## config.mk

```make
export PLATFORM = sky130hd
export DESIGN_NAME = length_prefixed_frame_extractor
export DESIGN_NICKNAME = d
export VERILOG_FILES = /design/src/design/lpfe_pkg.sv /design/src/design/length_prefixed_frame_extractor.sv /design/src/design/lpfe_front.sv /design/src/design/lpfe_queue.sv /design/src/design/lpfe_back.sv
export VERILOG_INCLUDE_DIRS = /design/src /design/src/design
export SDC_FILE = /design/constraint.sdc
export NUM_CORES = 1
export LEC_CHECK = 0
export ABC_AREA = 1
export BUFFER_PORTS_ARGS = -buffer_cell sky130_fd_sc_hd__buf_2
export CAP_MARGIN = 20
export CORE_UTILIZATION = 50
export CTS_CLUSTER_SIZE = 12
export DETAILED_ROUTE_END_ITERATION = 6
export PLACE_DENSITY = 0.71
export SLEW_MARGIN = 30
export SYNTH_ARGS = -nofsm -noshare
export SYNTH_HDL_FRONTEND = slang
export SYNTH_SLANG_ARGS = --single-unit
```

## constraint.sdc

```tcl
create_clock -name clk -period 2.6 [get_ports clk]
set_input_delay 0.26 -clock clk [delete_from_list [all_inputs] [get_ports clk]]
set_output_delay 0.26 -clock clk [all_outputs]
set_load 0.01 [all_outputs]
```

## src/design/assert_macros.svh

```systemverilog
// Assertion macros for the RTL files (included by lpfe_queue).
`ifndef ASSERT_MACROS_SVH
`define ASSERT_MACROS_SVH

// Clocked check, disabled while reset is asserted.
`define ASSERT_CLK(label, prop, msg) \
    label: assert property (@(posedge clk) disable iff (!rst_n) prop) else $error(msg);

// Clocked check that stays live during reset.
`define ASSERT_ALWAYS(label, prop, msg) \
    label: assert property (@(posedge clk) prop) else $error(msg);

`endif

```

## src/design/lpfe_pkg.sv

```systemverilog
// Shared types and constants for the length-prefixed frame extractor.
`default_nettype none

package lpfe_pkg;

    localparam logic [7:0]  START_FLAG  = 8'h7E;
    localparam logic [7:0]  END_FLAG    = 8'hCE;
    localparam logic [15:0] LIMIT_RESET = 16'd1024;

    // configuration register indexes
    localparam logic CFG_FORMAT = 1'b0;
    localparam logic CFG_LIMIT  = 1'b1;

    // frame_format values
    localparam logic FMT_WHOLE   = 1'b0;
    localparam logic FMT_PAYLOAD = 1'b1;

    // frame status codes
    localparam logic [1:0] STATUS_GOOD    = 2'd0;
    localparam logic [1:0] STATUS_BAD_END = 2'd1;
    localparam logic [1:0] STATUS_BAD_LEN = 2'd2;

    // result queue between parser and output stage
    localparam int Q_DEPTH = 4;
    localparam int Q_PTR_W = $clog2(Q_DEPTH);
    localparam int Q_CNT_W = $clog2(Q_DEPTH + 1);

    typedef struct packed {
        logic [7:0] data;
        logic       has_data;
        logic       frame_end;
        logic [1:0] frame_status;
    } lpfe_result_t;

    typedef struct packed {
        logic full;
        logic empty;
    } lpfe_q_stat_t;

endpackage

`default_nettype wire

```

## src/design/length_prefixed_frame_extractor.sv

```systemverilog
// Top level of the length-prefixed, flag-delimited frame extractor.
//
//  channel   dir  handshake            payload
//  s_*       in   s_tvalid/s_tready    s_tdata = rx_byte
//  m_*       out  m_tvalid/m_tready    m_tdata = data, m_tlast = frame_end,
//                                      m_tuser = {frame_status, has_data}
//  cfg_*     in   cfg_valid/cfg_ready  cfg_index 0 frame_format, 1 length_limit
//
// One byte per cycle while the result queue is not full; the phase machine decides
// each byte combinationally. Results reach m_tdata via the queue and output register.
// s_tready drops only when the four-entry result queue is full; m_tready stalls
// the output register, so the queue can fill. cfg_ready is always high.
// rst_n resets the phase machine, queue pointers, output valid and parser registers.
`default_nettype none

module length_prefixed_frame_extractor
    import lpfe_pkg::*;
(
    input  wire logic        clk,
    input  wire logic        rst_n,
    input  wire logic        s_tvalid,
    output logic             s_tready,
    input  wire logic [7:0]  s_tdata,   // [7:0] rx_byte
    output logic             m_tvalid,
    input  wire logic        m_tready,
    output logic [7:0]       m_tdata,   // [7:0] data
    output logic             m_tlast,
    output logic [2:0]       m_tuser,   // [0] has_data, [2:1] frame_status
    input  wire logic        cfg_valid,
    output logic             cfg_ready,
    input  wire logic        cfg_index,
    input  wire logic [15:0] cfg_data
);

    lpfe_q_stat_t q_stat;
    lpfe_result_t push_data;
    lpfe_result_t head;
    logic         push;
    logic         pop;

    lpfe_front u_front (
        .clk       (clk),
        .rst_n     (rst_n),
        .s_tvalid  (s_tvalid),
        .s_tready  (s_tready),
        .s_tdata   (s_tdata),
        .cfg_valid (cfg_valid),
        .cfg_ready (cfg_ready),
        .cfg_index (cfg_index),
        .cfg_data  (cfg_data),
        .q_stat    (q_stat),
        .push      (push),
        .push_data (push_data)
    );

    lpfe_queue u_queue (
        .clk       (clk),
        .rst_n     (rst_n),
        .push      (push),
        .push_data (push_data),
        .pop       (pop),
        .head      (head),
        .q_stat    (q_stat)
    );

    lpfe_back u_back (
        .clk      (clk),
        .rst_n    (rst_n),
        .q_stat   (q_stat),
        .head     (head),
        .pop      (pop),
        .m_tvalid (m_tvalid),
        .m_tready (m_tready),
        .m_tdata  (m_tdata),
        .m_tlast  (m_tlast),
        .m_tuser  (m_tuser)
    );

endmodule

`default_nettype wire

```

## src/design/lpfe_front.sv

```systemverilog
// Byte parser: hunts for the start flag, reads the length, classifies frame bytes.
`default_nettype none

module lpfe_front
    import lpfe_pkg::*;
(
    input  wire logic         clk,
    input  wire logic         rst_n,
    input  wire logic         s_tvalid,
    output logic              s_tready,
    input  wire logic [7:0]   s_tdata,
    input  wire logic         cfg_valid,
    output logic              cfg_ready,
    input  wire logic         cfg_index,
    input  wire logic [15:0]  cfg_data,
    input  wire lpfe_q_stat_t q_stat,
    output logic              push,
    output lpfe_result_t      push_data
);

    typedef enum logic [1:0] {
        PH_HUNT,
        PH_LEN1,
        PH_LEN2,
        PH_BODY
    } phase_t;

    phase_t      phase_reg, phase_next;
    logic [15:0] bytes_left_reg, bytes_left_next;
    logic [7:0]  length_high_reg, length_high_next;
    logic        format_reg;
    logic [15:0] limit_reg;

    logic        accept;
    logic        emit;
    logic [15:0] len_n;
    logic        whole;

    assign s_tready  = !q_stat.full;
    assign cfg_ready = 1'b1;
    assign accept    = s_tvalid && s_tready;
    assign whole     = (format_reg == FMT_WHOLE);
    assign len_n     = {length_high_reg, s_tdata};

    always_comb
    begin
        phase_next       = phase_reg;
        bytes_left_next  = bytes_left_reg;
        length_high_next = length_high_reg;
        emit             = 1'b0;
        push_data        = '0;
        unique case (phase_reg)
            PH_HUNT:
            begin
                if (s_tdata == START_FLAG)
                begin
                    phase_next = PH_LEN1;
                    if (whole)
                    begin
                        emit               = 1'b1;
                        push_data.data     = s_tdata;
                        push_data.has_data = 1'b1;
                    end
                end
            end
            PH_LEN1:
            begin
                if (whole)
                begin
                    emit               = 1'b1;
                    push_data.data     = s_tdata;
                    push_data.has_data = 1'b1;
                    if (s_tdata == 8'd0 || s_tdata >= 8'd254)
                    begin
                        phase_next             = PH_HUNT;
                        bytes_left_next        = '0;
                        push_data.frame_end    = 1'b1;
                        push_data.frame_status = STATUS_BAD_LEN;
                    end
                    else
                    begin
                        phase_next      = PH_BODY;
                        bytes_left_next = {8'd0, s_tdata};
                    end
                end
                else
                begin
                    length_high_next = s_tdata;
                    phase_next       = PH_LEN2;
                end
            end
            PH_LEN2:
            begin
                // always two-byte rules here, whatever the format now says
                if (len_n == 16'd0 || len_n > limit_reg)
                begin
                    phase_next             = PH_HUNT;
                    bytes_left_next        = '0;
                    emit                   = 1'b1;
                    push_data.frame_end    = 1'b1;
                    push_data.frame_status = STATUS_BAD_LEN;
                end
                else
                begin
                    phase_next      = PH_BODY;
                    bytes_left_next = len_n;
                end
            end
            PH_BODY:
            begin
                emit = 1'b1;
                if (bytes_left_reg <= 16'd1)
                begin
                    phase_next             = PH_HUNT;
                    bytes_left_next        = '0;
                    push_data.frame_end    = 1'b1;
                    push_data.frame_status = (s_tdata == END_FLAG) ? STATUS_GOOD
                                                                   : STATUS_BAD_END;
                    if (whole)
                    begin
                        push_data.data     = s_tdata;
                        push_data.has_data = 1'b1;
                    end
                end
                else
                begin
                    bytes_left_next    = bytes_left_reg - 16'd1;
                    push_data.data     = s_tdata;
                    push_data.has_data = 1'b1;
                end
            end
            default:
            begin
                phase_next = PH_HUNT;
            end
        endcase
    end

    assign push = accept && emit;

    always_ff @(posedge clk or negedge rst_n)
    begin
        if (!rst_n)
        begin
            phase_reg       <= PH_HUNT;
            bytes_left_reg  <= '0;
            length_high_reg <= '0;
            format_reg      <= FMT_WHOLE;
            limit_reg       <= LIMIT_RESET;
        end
        else
        begin
            if (accept)
            begin
                phase_reg       <= phase_next;
                bytes_left_reg  <= bytes_left_next;
                length_high_reg <= length_high_next;
            end
            if (cfg_valid && cfg_ready)
            begin
                unique case (cfg_index)
                    CFG_FORMAT: format_reg <= cfg_data[0];
                    CFG_LIMIT:  limit_reg  <= cfg_data;
                    default:    format_reg <= format_reg;
                endcase
            end
        end
    end

endmodule

`default_nettype wire

```

## src/design/lpfe_queue.sv

```systemverilog
// Short result queue decoupling the parser from the output stage.
`default_nettype none

module lpfe_queue
    import lpfe_pkg::*;
(
    input  wire logic         clk,
    input  wire logic         rst_n,
    input  wire logic         push,
    input  wire lpfe_result_t push_data,
    input  wire logic         pop,
    output lpfe_result_t      head,
    output lpfe_q_stat_t      q_stat
);

`include "assert_macros.svh"

    lpfe_result_t         entry_reg [Q_DEPTH];
    logic [Q_PTR_W-1:0]   wr_ptr_reg, rd_ptr_reg;
    logic [Q_CNT_W-1:0]   count_reg, count_next;

    assign q_stat.full  = (count_reg == Q_CNT_W'(Q_DEPTH));
    assign q_stat.empty = (count_reg == '0);
    assign head         = entry_reg[rd_ptr_reg];

    always_comb
    begin
        count_next = count_reg;
        if (push && !pop)
            count_next = count_reg + 1'b1;
        else if (pop && !push)
            count_next = count_reg - 1'b1;
    end

    always_ff @(posedge clk)
    begin
        if (push)
            entry_reg[wr_ptr_reg] <= push_data;
    end

    always_ff @(posedge clk or negedge rst_n)
    begin
        if (!rst_n)
        begin
            wr_ptr_reg <= '0;
            rd_ptr_reg <= '0;
            count_reg  <= '0;
        end
        else
        begin
            if (push)
                wr_ptr_reg <= wr_ptr_reg + 1'b1;
            if (pop)
                rd_ptr_reg <= rd_ptr_reg + 1'b1;
            count_reg <= count_next;
        end
    end

    `ASSERT_CLK(a_count_in_range, count_reg <= Q_CNT_W'(Q_DEPTH), "queue count overflow")
    `ASSERT_CLK(a_no_push_full, q_stat.full |-> !push, "push into full queue")
    `ASSERT_CLK(a_no_pop_empty, q_stat.empty |-> !pop, "pop from empty queue")
    `ASSERT_CLK(a_ptr_gap, (Q_PTR_W'(wr_ptr_reg - rd_ptr_reg) == count_reg[Q_PTR_W-1:0]),
        "queue pointers disagree with count")

endmodule

`default_nettype wire

```

## src/design/lpfe_back.sv

```systemverilog
// Output stage: moves queued results into the registered output channel.
`default_nettype none

module lpfe_back
    import lpfe_pkg::*;
(
    input  wire logic         clk,
    input  wire logic         rst_n,
    input  wire lpfe_q_stat_t q_stat,
    input  wire lpfe_result_t head,
    output logic              pop,
    output logic              m_tvalid,
    input  wire logic         m_tready,
    output logic [7:0]        m_tdata,
    output logic              m_tlast,
    output logic [2:0]        m_tuser
);

    logic         m_tvalid_reg;
    lpfe_result_t out_reg;

    // load whenever the queue holds a result and the slot is free or being taken this cycle
    assign pop = !q_stat.empty && (!m_tvalid_reg || m_tready);

    always_ff @(posedge clk or negedge rst_n)
    begin
        if (!rst_n)
            m_tvalid_reg <= 1'b0;
        else if (pop)
            m_tvalid_reg <= 1'b1;
        else if (m_tready)
            m_tvalid_reg <= 1'b0;
    end

    always_ff @(posedge clk)
    begin
        if (pop)
            out_reg <= head;
    end

    assign m_tvalid = m_tvalid_reg;
    assign m_tdata  = out_reg.data;
    assign m_tlast  = out_reg.frame_end;
    assign m_tuser  = {out_reg.frame_status, out_reg.has_data};

endmodule

`default_nettype wire
```

---- Yosys cells after proc, flatten, opt, wreduce, memory -nomap -nowiden ----
Memories as Yosys holds them, arrays and structs flattened. A register that Yosys moved wholly into a read port is not among the register bits.
Index checks and enable logic that the tools add are counted.
cells by class
  bitwise operators ....................... 1
  eq/ne operators ......................... 9
  $add $sub $neg .......................... 5
  reductions and logical operators ........ 25
  magnitude comparators ................... 3
  muxes and demuxes ....................... 31
operator list
  cell                     count
  $mux W16                 3
  $pmux W16 S3             1
  $mux W9                  3
  $pmux W9 S3              1
  $gt A16 B16 Y1           1
  $le A16 B1 Y1 const B    1
  $logic_not A16 Y1        1
  $sub A16 B1 Y16 const B  1
  $mux W3                  5
  $mux W12                 1
  $mux W2                  5
  $pmux W3 S3              1
  $reduce_and A3 Y1        3
  $eq A8 B7 Y1 const B     1
  $eq A8 B8 Y1 const B     1
  $ge A8 B8 Y1 const B     1
  $logic_not A8 Y1         1
  $mux W1                  8
  $mux W8                  1
  $pmux W2 S4              1
  $logic_and A1 B1 Y1      5
  $logic_not A1 Y1         5
  $add A2 B1 Y2 const B    2
  $eq A2 B2 Y1 const B     2
  14 further kinds         19
storage, ports and cells
  RAM bits ................................ 48
  logic and storage cells ................. 84
  bits in registers ....................... 51
  memories ................................ 1
  output and inout bits ................... 15
  input port bits ......................... 30
memories
  memory             words  width  read ports  clocked after memory_dff  wr ports  line              source
  u_queue.entry_reg  4      12     1           1                         1         lpfe_queue.sv:18  lpfe_result_t entry_reg [Q_DEPTH];

---- Logic depth before layout (Yosys ltp) ----
Gate-level depths: netlist (run 1).
  depth after elaboration ................. 9
  gate-level depth with buffers ........... 21
  mapped depth without buffers ............ 21

---- Cells and area by module ----
From an unflattened synthesis (run 1), not the netlist that was laid out.
unflattened totals
  cells, all modules ...................... 634
  area total of the unflattened synthesis .. 5838.1 um^2
by module, submodules not included
  module      instances  cells each  seq. area each (um^2)  area each (um^2)
  lpfe_front  1          429         1077.3                 3085.5
  lpfe_queue  1          188         1616.6                 2347.3
  lpfe_back   1          17          385.4                  405.4

---- Worst setup path after synthesis (run 1) ----
No wires, ideal clock.
  path type ............................... reg2reg
  start ................................... reg u_front.limit_reg[10]
  end ..................................... reg u_queue.count_reg[2]
  setup time .............................. 0.131 ns
  required time ........................... 2.469 ns
  arrival time ............................ 2.510 ns
  path slack .............................. -0.041 ns
  cell stages (with the launch flop) ...... 17
  period minus slack after synthesis ...... 2.641 ns
  path buffers ............................ 0
  cells stage by stage .................... dfstp_2 -> inv_1 -> ha_1 -> nand4_1 -> nor3_1 -> nand2_1 -> nand2_1 -> nand2_2 -> nand3_1 -> nand2_2 -> inv_2 -> ha_1 -> inv_1 -> fa_1 -> a21oi_1 -> o21ai_0 -> xor2_1
on the way
  cells in the longest elaborated chain, start to end .. 8
  elaborated cells between the ends (all ways) .. 10
  classes of those cells .................. 1 x order compare; 3 x mux; 6 x reduce/logical
ends and longest elaborated chain
  what                                 line                                   source
  start, declared                      lpfe_front.sv:32                       logic [15:0] limit_reg;
  start signal, assigned               lpfe_front.sv:163                      CFG_LIMIT: limit_reg <= cfg_data;
  $gt A16 B16 Y1 *                     lpfe_front.sv:95                       if (len_n == 16'd0 || len_n > limit_reg)
  $logic_or A1 B1 Y1 *                 lpfe_front.sv:95
  $mux W1 *                            lpfe_front.sv:95
  $pmux W1 S4 *                        lpfe_front.sv:52                       unique case (phase_reg)
  $logic_and A1 B1 Y1 *                lpfe_front.sv:139                      assign push = accept && emit;
  net push                             length_prefixed_frame_extractor.sv:38  logic push;
  $logic_not A1 Y1                     lpfe_queue.sv:31                       else if (pop && !push)
  $logic_and A1 B1 Y1                  lpfe_queue.sv:31
  $reduce_bool A2 Y1 (no source line)  --
  end signal, assigned                 lpfe_queue.sv:55                       count_reg <= count_next;
  end, declared                        lpfe_queue.sv:20                       logic [Q_CNT_W-1:0] count_reg, count_next;
Mark *: on every way through the listed nets, which the timed path passes. The rest lies on a longest branch.
A chain may end at the register's enable or synchronous reset.

---- Final worst setup path (run 1) ----
Same ends and word-level chain as after synthesis.

==> flow_metrics.py, run 1 <==
metrics = {
    "run_status": {
        "status": "finished clean",
    },
    "power_and_ir_drop": {
        "powerDensity_nw_per_um2": 1110,
        "power.leakage_uw": 0.00306,
        "total_power_uw": 7200,
        "vdd_ir_drop_max_mv": 0.564,
    },
    "place": {
        "placedCellCount": 802,
        "hpwl_mm": 8.73,
        "port_buffers": 43,
        "gp_congestion": 0.934,
        "place_area_um2": 6110,
    },
    "logic_synthesis": {
        "synth_cells": 616,
        "synth_edf_count": 60,
        "yosysTopAreaCell": "edfxtp_1",
        "synth_area_leaders": "edfxtp_1 32%, dfrtp_1 22%, nand2_1 9.2%",
        "synth.top_cell.area_share": 0.319,
        "yosys_warnings": 0,
        "yosysMostFrequentCell": "nand2_1",
        "ys_seq_elements": 111,
        "synth.net_count": 670,
        "synth_area_um2": 5650,
        "synth_cell_type_count": 41,
        "avgSynthCellArea_um2": 9.16,
        "seq_area_frac_synth": 0.545,
        "synth_common_cells": "138 x nand2_1, 76 x nor2_1, 70 x inv_1",
        "synthFlopType": "edfxtp_1",
        "async_flop_share": 0.459,
    },
    "sta": {
        "skew_ns": 0.00922,
        "hold_violations": 0,
        "max_freq_mhz": 396,
        "tightest_slew_ns": 0.800,
        "slew_violations": 0,
        "whs_ns": 0.0953,
        "fin_crit_sh": 0.972,
        "slew_headroom": 0.463,
        "grt_setup_unrepaired": "true",
        "setup_viol": 0,
        "fin_crit_ns": 2.53,
    },
    "detailed_routing": {
        "ant_nets": 0,
        "totalWireLength_mm": 12.3,
        "drc": 0,
        "vias": 4477,
        "wl_per_cell_um": 14.9,
        "drtIter0Drc": 315,
        "avgViaCountPerCell": 5.45,
        "dr.pass1.iters": 5,
    },
    "global_routing": {
        "use_met2": 0.417,
        "grt_util_met1": 0.275,
        "grt_pass1_vias": 4398,
        "grtUsageTotal": 0.231,
        "grt_max_degree": 33,
        "grt_pass1_wl_mm": 20.7,
        "grt-ovfl-total": 0,
        "grtUsageMet3": 0.0404,
        "grt_antenna_before_repair": 0,
        "busiest_layer": "met2",
    },
    "setup_path": {
        "crit_slowest_cell": "dfstp_2",
        "crit_family": "adder cells",
        "critPathMaxFanout": 3,
        "cpPeakStageDelay_ns": 0.53,
        "worst-r2r-cell-count": 16,
        "crit_required_ns": 2.83,
        "worst-path-stages": 16,
        "worst-setup-path-type": "reg -> reg",
        "start_kind": "register",
        "cp.arrival_ns": 2.76,
        "cp-end-kind": "register",
        "path_buf_inv": 3,
        "crit_chain": "inv_2, ha_4, nand4_1, nor3_2, nand2_1, nand2_1, nand2_2, nand3_2, nand2_2, inv_2, ha_4, inv_4, fa_2, a21oi_2, o21ai_1, xor2_1",
    },
    "hold_path": {
        "holdPathStages": 2,
        "hold_path.class": "in -> reg",
    },
    "die": {
        "die_x_um": 108,
        "initial_utilization": 0.516,
        "ios": 45,
        "fp-row-count": 38,
        "die_area_um2": 11700,
        "die_h_um": 108,
        "core_area_um2": 10900,
    },
    "cts": {
        "clock_path_buffers": 2,
        "tritoncts": "done",
        "root_buffer": "clkbuf_16",
        "clkTransAtPathRegs_ns": 0.08,
        "h-tree-depth": 3,
        "clock_sink_count": 111,
        "numCtsBuffers": 9,
        "clk-insertion-delay-late_ns": 0.35,
    },
    "layout": {
        "multi_input_area_um2": 2240,
        "syn_to_final_growth_pct": 14.9,
        "largest_reg_flops": 48,
        "final_core_util": 0.593,
        "regArea_um2": 3080,
        "antenna_cells": 0,
        "fillers": 940,
        "stdcell_area_um2": 6490,
        "fin_cells": 822,
        "drive_gt1_frac": 0.177,
        "fin_nets": 731,
    },
    "flow_run": {
        "drv_cap": 0,
    },
}
-- where the power goes --
part           switching, µW  internal [µW]
Combinational           1910           1070
Sequential               337           2530
Clock                    684            680
-- through the flow --
| step | TNS (ns) | setup slack (ns) |
|---|---|---|
| 2_1_floorplan | 0 | 0.0347 |
| 3_3_place_gp | 0 | 0.0395 |
| 3_5_place_dp | -0.0341 | -0.0341 |
| 4_1_cts | 0 | 0.00598 |
| 5_1_grt | -0.0402 | -0.0402 |
| 6_report | 0 | 0.0741 |
-- per-layer routing --
| layer | vias to the layer above | wire length (µm) |
|---|---|---|
| met4 | 0 | 220 |
| met5 | - | 0 |
| met1 | 2127 | 5180 |
| li1 | 2172 | - |
| met2 | 154 | 6230 |
| met3 | 24 | 644 |
-- worst register-to-register path, cell delays in order (launching register included) --
cell     delay (ns)
dfstp_2        0.53
inv_2          0.04
ha_4           0.26
nand4_1        0.09
nor3_2         0.17
nand2_1        0.08
nand2_1        0.07
nand2_2        0.06
nand3_2        0.09
nand2_2        0.06
inv_2          0.09
ha_4           0.15
inv_4          0.04
fa_2           0.36
a21oi_2        0.12
o21ai_1        0.08
xor2_1         0.14
-- path summary, 6_finish.rpt --
path	start	endpoint	slack [ns]
setup reg to reg	u_front.limit_reg[10]$_DFFE_PN1P_	u_queue.count_reg[2]$_DFFE_PN0P_	0.07
min in group asynchronous	rst_n	u_queue.rd_ptr_reg[1]$_DFFE_PN0P_	0.39
setup / recovery	u_front.limit_reg[10]$_DFFE_PN1P_	u_queue.count_reg[2]$_DFFE_PN0P_	0.07
hold / removal	m_tready	u_back.m_tvalid$_DFFE_PN0P_	0.1
max in group asynchronous	rst_n	u_front.limit_reg[10]$_DFFE_PN1P_	1.56
hold reg to reg	u_front.bytes_left_reg[15]$_DFFE_PN0P_	u_front.bytes_left_reg[15]$_DFFE_PN0P_	0.51
-- final cells by class --
| type | instances | share of cell area |
|---|---|---|
| multi-input cells | 411 | 0.345 |
| inverters | 75 | 0.0442 |
| well taps | 140 | 0.0270 |
| flip-flops and latches | 111 | 0.475 |
| clock buffers | 9 | 0.0347 |
| clock inverters | 7 | 0.0112 |
| repair buffers | 69 | 0.0636 |
-- what timing repair did --
| item | in CTS | in global routing |
|---|---|---|
| setup endpoints to repair | 1 | 2 |
| pin swaps | 4 | 3 |
| hold endpoints to repair | 18 | 0 |
| gates resized for setup | 5 | 7 |
| hold buffers | 1 | 0 |
| setup buffers | 0 | 3 |
-- cell families after synthesis --
family | after synthesis | share of synthesized area
and+or+nand+nor | 270 | 0.210
adders and majority gates | 24 | 0.0545
buffers and inverters | 94 | 0.0674
other | 1 | 0.000664
xor gates and xnor gates | 11 | 0.0171
DFF | 111 | 0.545
AOI/OAI and AO/OA | 105 | 0.105
-- cell usage in the layout, fill, tap and decap left out, drive strengths merged, types with 6 or more instances in the layout --
cell type and instances:
nand2 145, nor2 82, inv 79, buf 68
edfxtp 60, dfrtp 50, o21ai 48, a21oi 31
ha 23, nand4 21, nand3 14, o22ai 12
clkbuf 9, o31ai 8, xor2 6
(Power assumes the default switching activity.)
==> run 2, diff against run 1 <==
--- a/config.mk
+++ b/config.mk
@@ -9,11 +9,11 @@
 export ABC_AREA = 1
 export BUFFER_PORTS_ARGS = -buffer_cell sky130_fd_sc_hd__buf_2
 export CAP_MARGIN = 20
-export CORE_UTILIZATION = 50
+export CORE_UTILIZATION = 30
 export CTS_CLUSTER_SIZE = 12
 export DETAILED_ROUTE_END_ITERATION = 6
-export PLACE_DENSITY = 0.71
 export SLEW_MARGIN = 30
 export SYNTH_ARGS = -nofsm -noshare
 export SYNTH_HDL_FRONTEND = slang
 export SYNTH_SLANG_ARGS = --single-unit
+export TNS_END_PERCENT = 5
==> run 2 against run 1 <==
Effect of this change: worst setup slack gained 0.053 ns; combinational power about the same; first-iteration DRC count decreased by 17%; the run now ends with design-rule violations left; fmax grew 2.1%; clock skew down 0.0029 ns.
==> flow_metrics.py, run 2 (synthesized netlist as in run 1, its figures left out) <==
metrics = {
    "run_status": {
        "status": "finished, violations left",
        "violations": "design-rule violations",
    },
    "layout": {
        "largest_reg_flops": 48,
        "layout_commonest_cell": "nand2_1",
        "fin_cells": 912,
        "syn_to_final_growth_pct": 17.2,
        "antenna_cells": 0,
        "stdcell_area_um2": 6620,
        "final_core_util": 0.363,
        "drive_gt1_frac": 0.177,
        "final_cell_mix": "137 x nand2_1, 75 x nor2_1, 68 x inv_1",
        "fin_nets": 732,
    },
    "power_and_ir_drop": {
        "total_power_uw": 7230,
        "clockPowerShare": 0.198,
        "p_int_uw": 4290,
        "pwr-share-seq": 0.393,
        "switchingPower_uw": 2940,
        "power.leakage_uw": 0.00307,
        "switching_share": 0.407,
        "pwr-share-comb": 0.409,
        "powerDensity_nw_per_um2": 1090,
        "vdd_ir_drop_max_mv": 0.394,
    },
    "setup_path": {
        "start_kind": "register",
        "crit_required_ns": 2.84,
        "cp.arrival_ns": 2.72,
        "reg2reg_from": "u_front.limit_reg[10]$_DFFE_PN1P_",
        "cp-end-kind": "register",
        "critPathMaxFanout": 3,
        "worst-setup-path-type": "reg -> reg",
        "reg2reg_to": "u_queue.count_reg[2]$_DFFE_PN0P_",
        "worst-r2r-cell-count": 16,
        "reg2reg_setup_slack_ns": 0.13,
    },
    "global_routing": {
        "grt_pass1_vias": 4091,
        "grt_antenna_before_repair": 0,
        "grt_pass1_wl_mm": 20.5,
        "grt_max_degree": 38,
        "grtUsageTotal": 0.135,
        "grt-ovfl-total": 0,
    },
    "hold_path": {
        "min_to": "u_back.m_tvalid$_DFFE_PN0P_",
        "holdPathStages": 2,
        "hold_path.class": "in -> reg",
        "min_from": "m_tready",
    },
    "cts": {
        "root_buffer": "clkbuf_16",
        "clk-insertion-delay-late_ns": 0.36,
        "clock_path_buffers": 2,
        "clock_sink_count": 111,
        "tritoncts": "done",
        "numCtsBuffers": 9,
        "h-tree-depth": 3,
        "clkTransAtPathRegs_ns": 0.08,
    },
    "detailed_routing": {
        "ant_nets": 0,
        "drtIter0Drc": 262,
        "drc": 2,
        "dr.pass1.iters": 6,
        "totalWireLength_mm": 12.3,
        "vias": 4284,
        "wl_per_cell_um": 13.5,
        "avgViaCountPerCell": 4.70,
    },
    "place": {
        "gp_congestion": 0.845,
        "port_buffers": 43,
        "placedCellCount": 894,
        "place_area_um2": 6250,
        "hpwl_mm": 8.81,
    },
    "sta": {
        "skew_ns": 0.00636,
        "slew_headroom": 0.470,
        "tightest_slew_ns": 0.789,
        "hold_violations": 0,
        "max_freq_mhz": 404,
        "setup_viol": 0,
        "slew_violations": 0,
        "whs_ns": 0.0928,
        "grt_setup_unrepaired": "true",
        "fin_crit_ns": 2.47,
        "fin_crit_sh": 0.951,
    },
    "die": {
        "die_x_um": 139,
        "fp-row-count": 49,
        "ios": 45,
        "die_h_um": 139,
        "die_area_um2": 19400,
        "core_area_um2": 18200,
        "initial_utilization": 0.310,
    },
    "flow_run": {
        "drv_cap": 0,
    },
}
[run 2: cell types whose count changed in the layout (fill, tap and decap cells not counted), moves of 2 or more]
cell      delta
inv_8        +3
clkinv_4     +2
clkinv_8     -2
inv_6        -3
[run 2: metrics by stage]
step	TNS [ns]	setup slack, ns
2_1_floorplan	0	0.0347
3_3_place_gp	0	0.0267
3_5_place_dp	-0.00803	-0.00803
4_1_cts	0	0.0243
5_1_grt	-0.0421	-0.0421
6_report	0	0.127
[run 2: what timing repair did]
| item | CTS | global route |
|---|---|---|
| hold buffers | 1 | 0 |
| gates resized for setup | 2 | 8 |
| setup endpoints to repair | 1 | 2 |
| buffers inserted | 0 | 1 |
| endpoints found under the hold margin | 14 | 0 |
| pin swaps | 2 | 7 |
[run 2: final cells by class]
class / instances / area, µm²
Tap cell: 229 / 287
Clock buffer: 9 / 225
Sequential cell: 111 / 3080
Clock inverter: 7 / 76.3
Inverter: 75 / 284
Multi-Input combinational cell: 411 / 2250
Fill cell: 1851 / 11600
Timing Repair Buffer: 70 / 420
[run 2: power by group through the flow]
stage	Sequential (µW)	Combinational, µW	Clock [µW]
2_1_floorplan	2870	2050	0
3_3_place_gp	2880	2840	0
3_5_place_dp	2880	2890	0
4_1_cts	2850	2900	1460
5_1_grt	2910	3390	1520
6_report	2840	2960	1430
[run 2: worst max-delay path: stages, from the launching register on]
cell and delay [ns]:
dfstp_2 0.53, inv_2 0.04, ha_4 0.26, nand4_1 0.08
nor3_2 0.15, nand2_1 0.07, nand2_1 0.07, nand2_2 0.07
nand3_4 0.07, nand2_2 0.06, inv_2 0.08, ha_4 0.13
inv_2 0.04, fa_2 0.36, a21oi_2 0.12, o21ai_1 0.08
xor2_1 0.14
[run 2: worst max path at each step]
stage	slack, ns	startpoint	end
final	0.13	u_front.limit_reg[10]$_DFFE_PN1P_	u_queue.count_reg[2]$_DFFE_PN0P_
after global routing	-0.04	u_front.limit_reg[10]$_DFFE_PN1P_	u_queue.count_reg[2]$_DFFE_PN0P_
after CTS	0.02	u_front.limit_reg[10]$_DFFE_PN1P_	u_queue.count_reg[2]$_DFFE_PN0P_
after detailed placement	-0.008	u_front.limit_reg[10]$_DFFE_PN1P_	u_queue.count_reg[2]$_DFFE_PN0P_
after global placement	0.03	u_front.limit_reg[10]$_DFFE_PN1P_	u_queue.count_reg[2]$_DFFE_PN0P_
after floorplan	0.03	u_front.limit_reg[10]$_DFFE_PN1P_	u_queue.count_reg[2]$_DFFE_PN0P_
[run 2: routing by layer]
| metal | part of all wire | track usage | vias to the layer above | routed length (µm) |
|---|---|---|---|---|
| li1 | - | - | 2176 | - |
| met1 | 0.49 | 0.182 | 2014 | 5960 |
| met2 | 0.47 | 0.222 | 84 | 5810 |
| met3 | 0.030 | 0.0231 | 10 | 363 |
| met4 | 0.012 | 0.0363 | 0 | 145 |
| met5 | 0 | 0 | - | 0 |
==> run 3, diff against run 2 <==
--- a/config.mk
+++ b/config.mk
@@ -12,6 +12,7 @@
 export CORE_UTILIZATION = 30
 export CTS_CLUSTER_SIZE = 12
 export DETAILED_ROUTE_END_ITERATION = 6
+export REMOVE_ABC_BUFFERS = 1
 export SLEW_MARGIN = 30
 export SYNTH_ARGS = -nofsm -noshare
 export SYNTH_HDL_FRONTEND = slang
==> run 3 against run 2 <==
Effect of this change: the flow still finishes with violations (design-rule violations); fmax down 0.22%; register-to-register slack barely moved; combinational power rose by 5%; clock power about the same; non-clock buffer count up 12; utilization rose by 0.67 points; sequential power about the same; worst setup slack lost 0.0056 ns; total power grew 1.2%; clock skew rose by 0.0031 ns; count of clock-buffer cells in the layout did not move; via count grew 0.42%; critical endpoint unchanged.
==> flow_metrics.py, run 3 (synthesized netlist as in run 1, its figures left out) <==
metrics = {
    "die": {
        "die_h_um": 139,
        "initial_utilization": 0.310,
        "ios": 45,
        "core_area_um2": 18200,
        "die_x_um": 139,
        "fp-row-count": 49,
        "die_area_um2": 19400,
    },
    "run_status": {
        "status": "finished, violations left",
        "violations": "design-rule violations",
    },
    "global_routing": {
        "grt_pass1_wl_mm": 20.4,
        "grt_pass1_vias": 4043,
        "use_met2": 0.219,
        "grtUsageTotal": 0.134,
        "grt_antenna_before_repair": 0,
        "grt-ovfl-total": 0,
        "busiest_layer": "met2",
        "grt_max_degree": 52,
        "grtUsageMet3": 0.0249,
        "grt_util_met1": 0.181,
    },
    "power_and_ir_drop": {
        "powerDensity_nw_per_um2": 1090,
        "switching_share": 0.403,
        "power.leakage_uw": 0.00314,
        "pwr-share-seq": 0.385,
        "vdd_ir_drop_max_mv": 0.343,
        "switchingPower_uw": 2950,
        "pwr-share-comb": 0.423,
        "clockPowerShare": 0.192,
        "p_int_uw": 4370,
        "total_power_uw": 7320,
    },
    "setup_path": {
        "critPathMaxFanout": 2,
        "worst-setup-path-type": "reg -> reg",
        "crit_family": "adder cells",
        "path_buf_inv": 3,
        "cp-end-kind": "register",
        "crit_chain": "inv_2, ha_4, nand4_1, nor3_2, nand2_1, nand2_1, nand2_2, nand3_4, nand2_4, inv_4, ha_4, inv_2, fa_2, a21oi_2, o21ai_1, xor2_1",
        "start_kind": "register",
        "crit_slowest_cell": "dfstp_2",
        "cpPeakStageDelay_ns": 0.53,
        "cp.arrival_ns": 2.73,
        "crit_required_ns": 2.85,
    },
    "layout": {
        "drive_gt1_frac": 0.193,
        "antenna_cells": 0,
        "fin_nets": 744,
        "layout_commonest_cell": "nand2_1",
        "final_core_util": 0.370,
        "largest_reg_flops": 48,
        "final_cell_mix": "137 x nand2_1, 76 x nor2_1, 68 x inv_1",
        "fin_cells": 924,
        "syn_to_final_growth_pct": 19.4,
    },
    "detailed_routing": {
        "ant_nets": 0,
        "totalWireLength_mm": 12.4,
        "vias": 4302,
        "dr.pass1.iters": 7,
        "drtIter0Drc": 191,
        "drc": 3,
        "wl_per_cell_um": 13.4,
        "avgViaCountPerCell": 4.66,
    },
    "place": {
        "port_buffers": 43,
        "post-place-ws_ns": -0.141,
        "placedCellCount": 905,
        "hpwl_mm": 8.81,
        "gp_congestion": 0.845,
    },
    "cts": {
        "h-tree-depth": 3,
        "clkTransAtPathRegs_ns": 0.08,
        "tritoncts": "done",
        "hold_buffers": 0,
        "clk-insertion-delay-late_ns": 0.36,
        "clock_path_buffers": 2,
        "root_buffer": "clkbuf_16",
        "numCtsBuffers": 9,
        "clock_sink_count": 111,
    },
    "sta": {
        "slew_headroom": 0.452,
        "max_freq_mhz": 403,
        "setup_tns_ns": 0,
        "skew_ns": 0.00948,
        "grt_setup_unrepaired": "true",
        "tightest_slew_ns": 0.817,
        "fin_crit_ns": 2.48,
        "setup_ws_ns": 0.122,
        "hold_violations": 0,
        "slew_violations": 0,
        "fin_crit_sh": 0.953,
        "setup_viol": 0,
    },
    "hold_path": {
        "hold_path.class": "in -> async",
    },
    "flow_run": {
        "drv_cap": 0,
    },
}
-- run 3: cell types whose count changed in the layout (fill, tap and decap cells not counted), sizes merged --
| cell | before | now |
|---|---|---|
| buf | 69 | 82 |
| clkinv | 2 | 1 |
| clkinvlp | 0 | 1 |
| dlygate4sd3 | 1 | 0 |
-- run 3: power by group through the flow --
stage | registers (µW) | logic, µW | clock network [µW]
floorplan | 2920 | 1890 | 0
global placement | 2850 | 2970 | 0
detailed placement | 2850 | 3010 | 0
CTS | 2820 | 3030 | 1450
global route | 2880 | 3500 | 1510
finish | 2820 | 3100 | 1400
-- run 3: area by class of cell --
class / instances / area, µm²
well taps: 229 / 287
inverters: 75 / 287
clock inverters: 7 / 77.6
flip-flops and latches: 111 / 3080
multi-input cells: 411 / 2250
clock buffers: 9 / 225
fillers: 1821 / 11500
repair buffers: 82 / 533
-- run 3: worst paths after layout --
kind	endpoint	start	depth (start not counted)	slack (ns)
max reg2reg	u_queue.count_reg[2]$_DFFE_PN0P_	u_front.limit_reg[10]$_DFFE_PN1P_	16	0.12
min in group clk	u_back.m_tvalid$_DFFE_PN0P_	m_tready	2	0.09
max	u_queue.count_reg[2]$_DFFE_PN0P_	u_front.limit_reg[10]$_DFFE_PN1P_	16	0.12
max in group asynchronous	u_queue.count_reg[1]$_DFFE_PN0P_	rst_n	2	2.10
min	u_front.bytes_left_reg[10]$_DFFE_PN0P_	rst_n	2	0.02
min reg2reg	u_front.bytes_left_reg[14]$_DFFE_PN0P_	u_front.bytes_left_reg[14]$_DFFE_PN0P_	2	0.49
-- run 3: what timing repair did --
| item | in CTS | in global routing |
|---|---|---|
| cloned | 0 | 0 |
| gates resized for setup | 4 | 10 |
| setup buffers | 0 | 3 |
| pin swaps | 2 | 9 |
| setup endpoints to repair | 2 | 2 |
-- run 3: through the flow --
step           hold slack, ns  instance area [µm²]
3_3_place_gp            0.444                 6350
2_1_floorplan         -0.0356                 5550
6_report               0.0238                 6740
5_1_grt                0.0874                 6740
3_5_place_dp            0.448                 6350
4_1_cts                0.0642                 6670
-- run 3: layer usage --
layer  vias up  share of wire  wire, µm
met5         -              0         0
met3        14          0.037       464
li1       2198              -         -
met2        97           0.47      5810
met1      1993           0.48      5960
met4         0          0.012       151
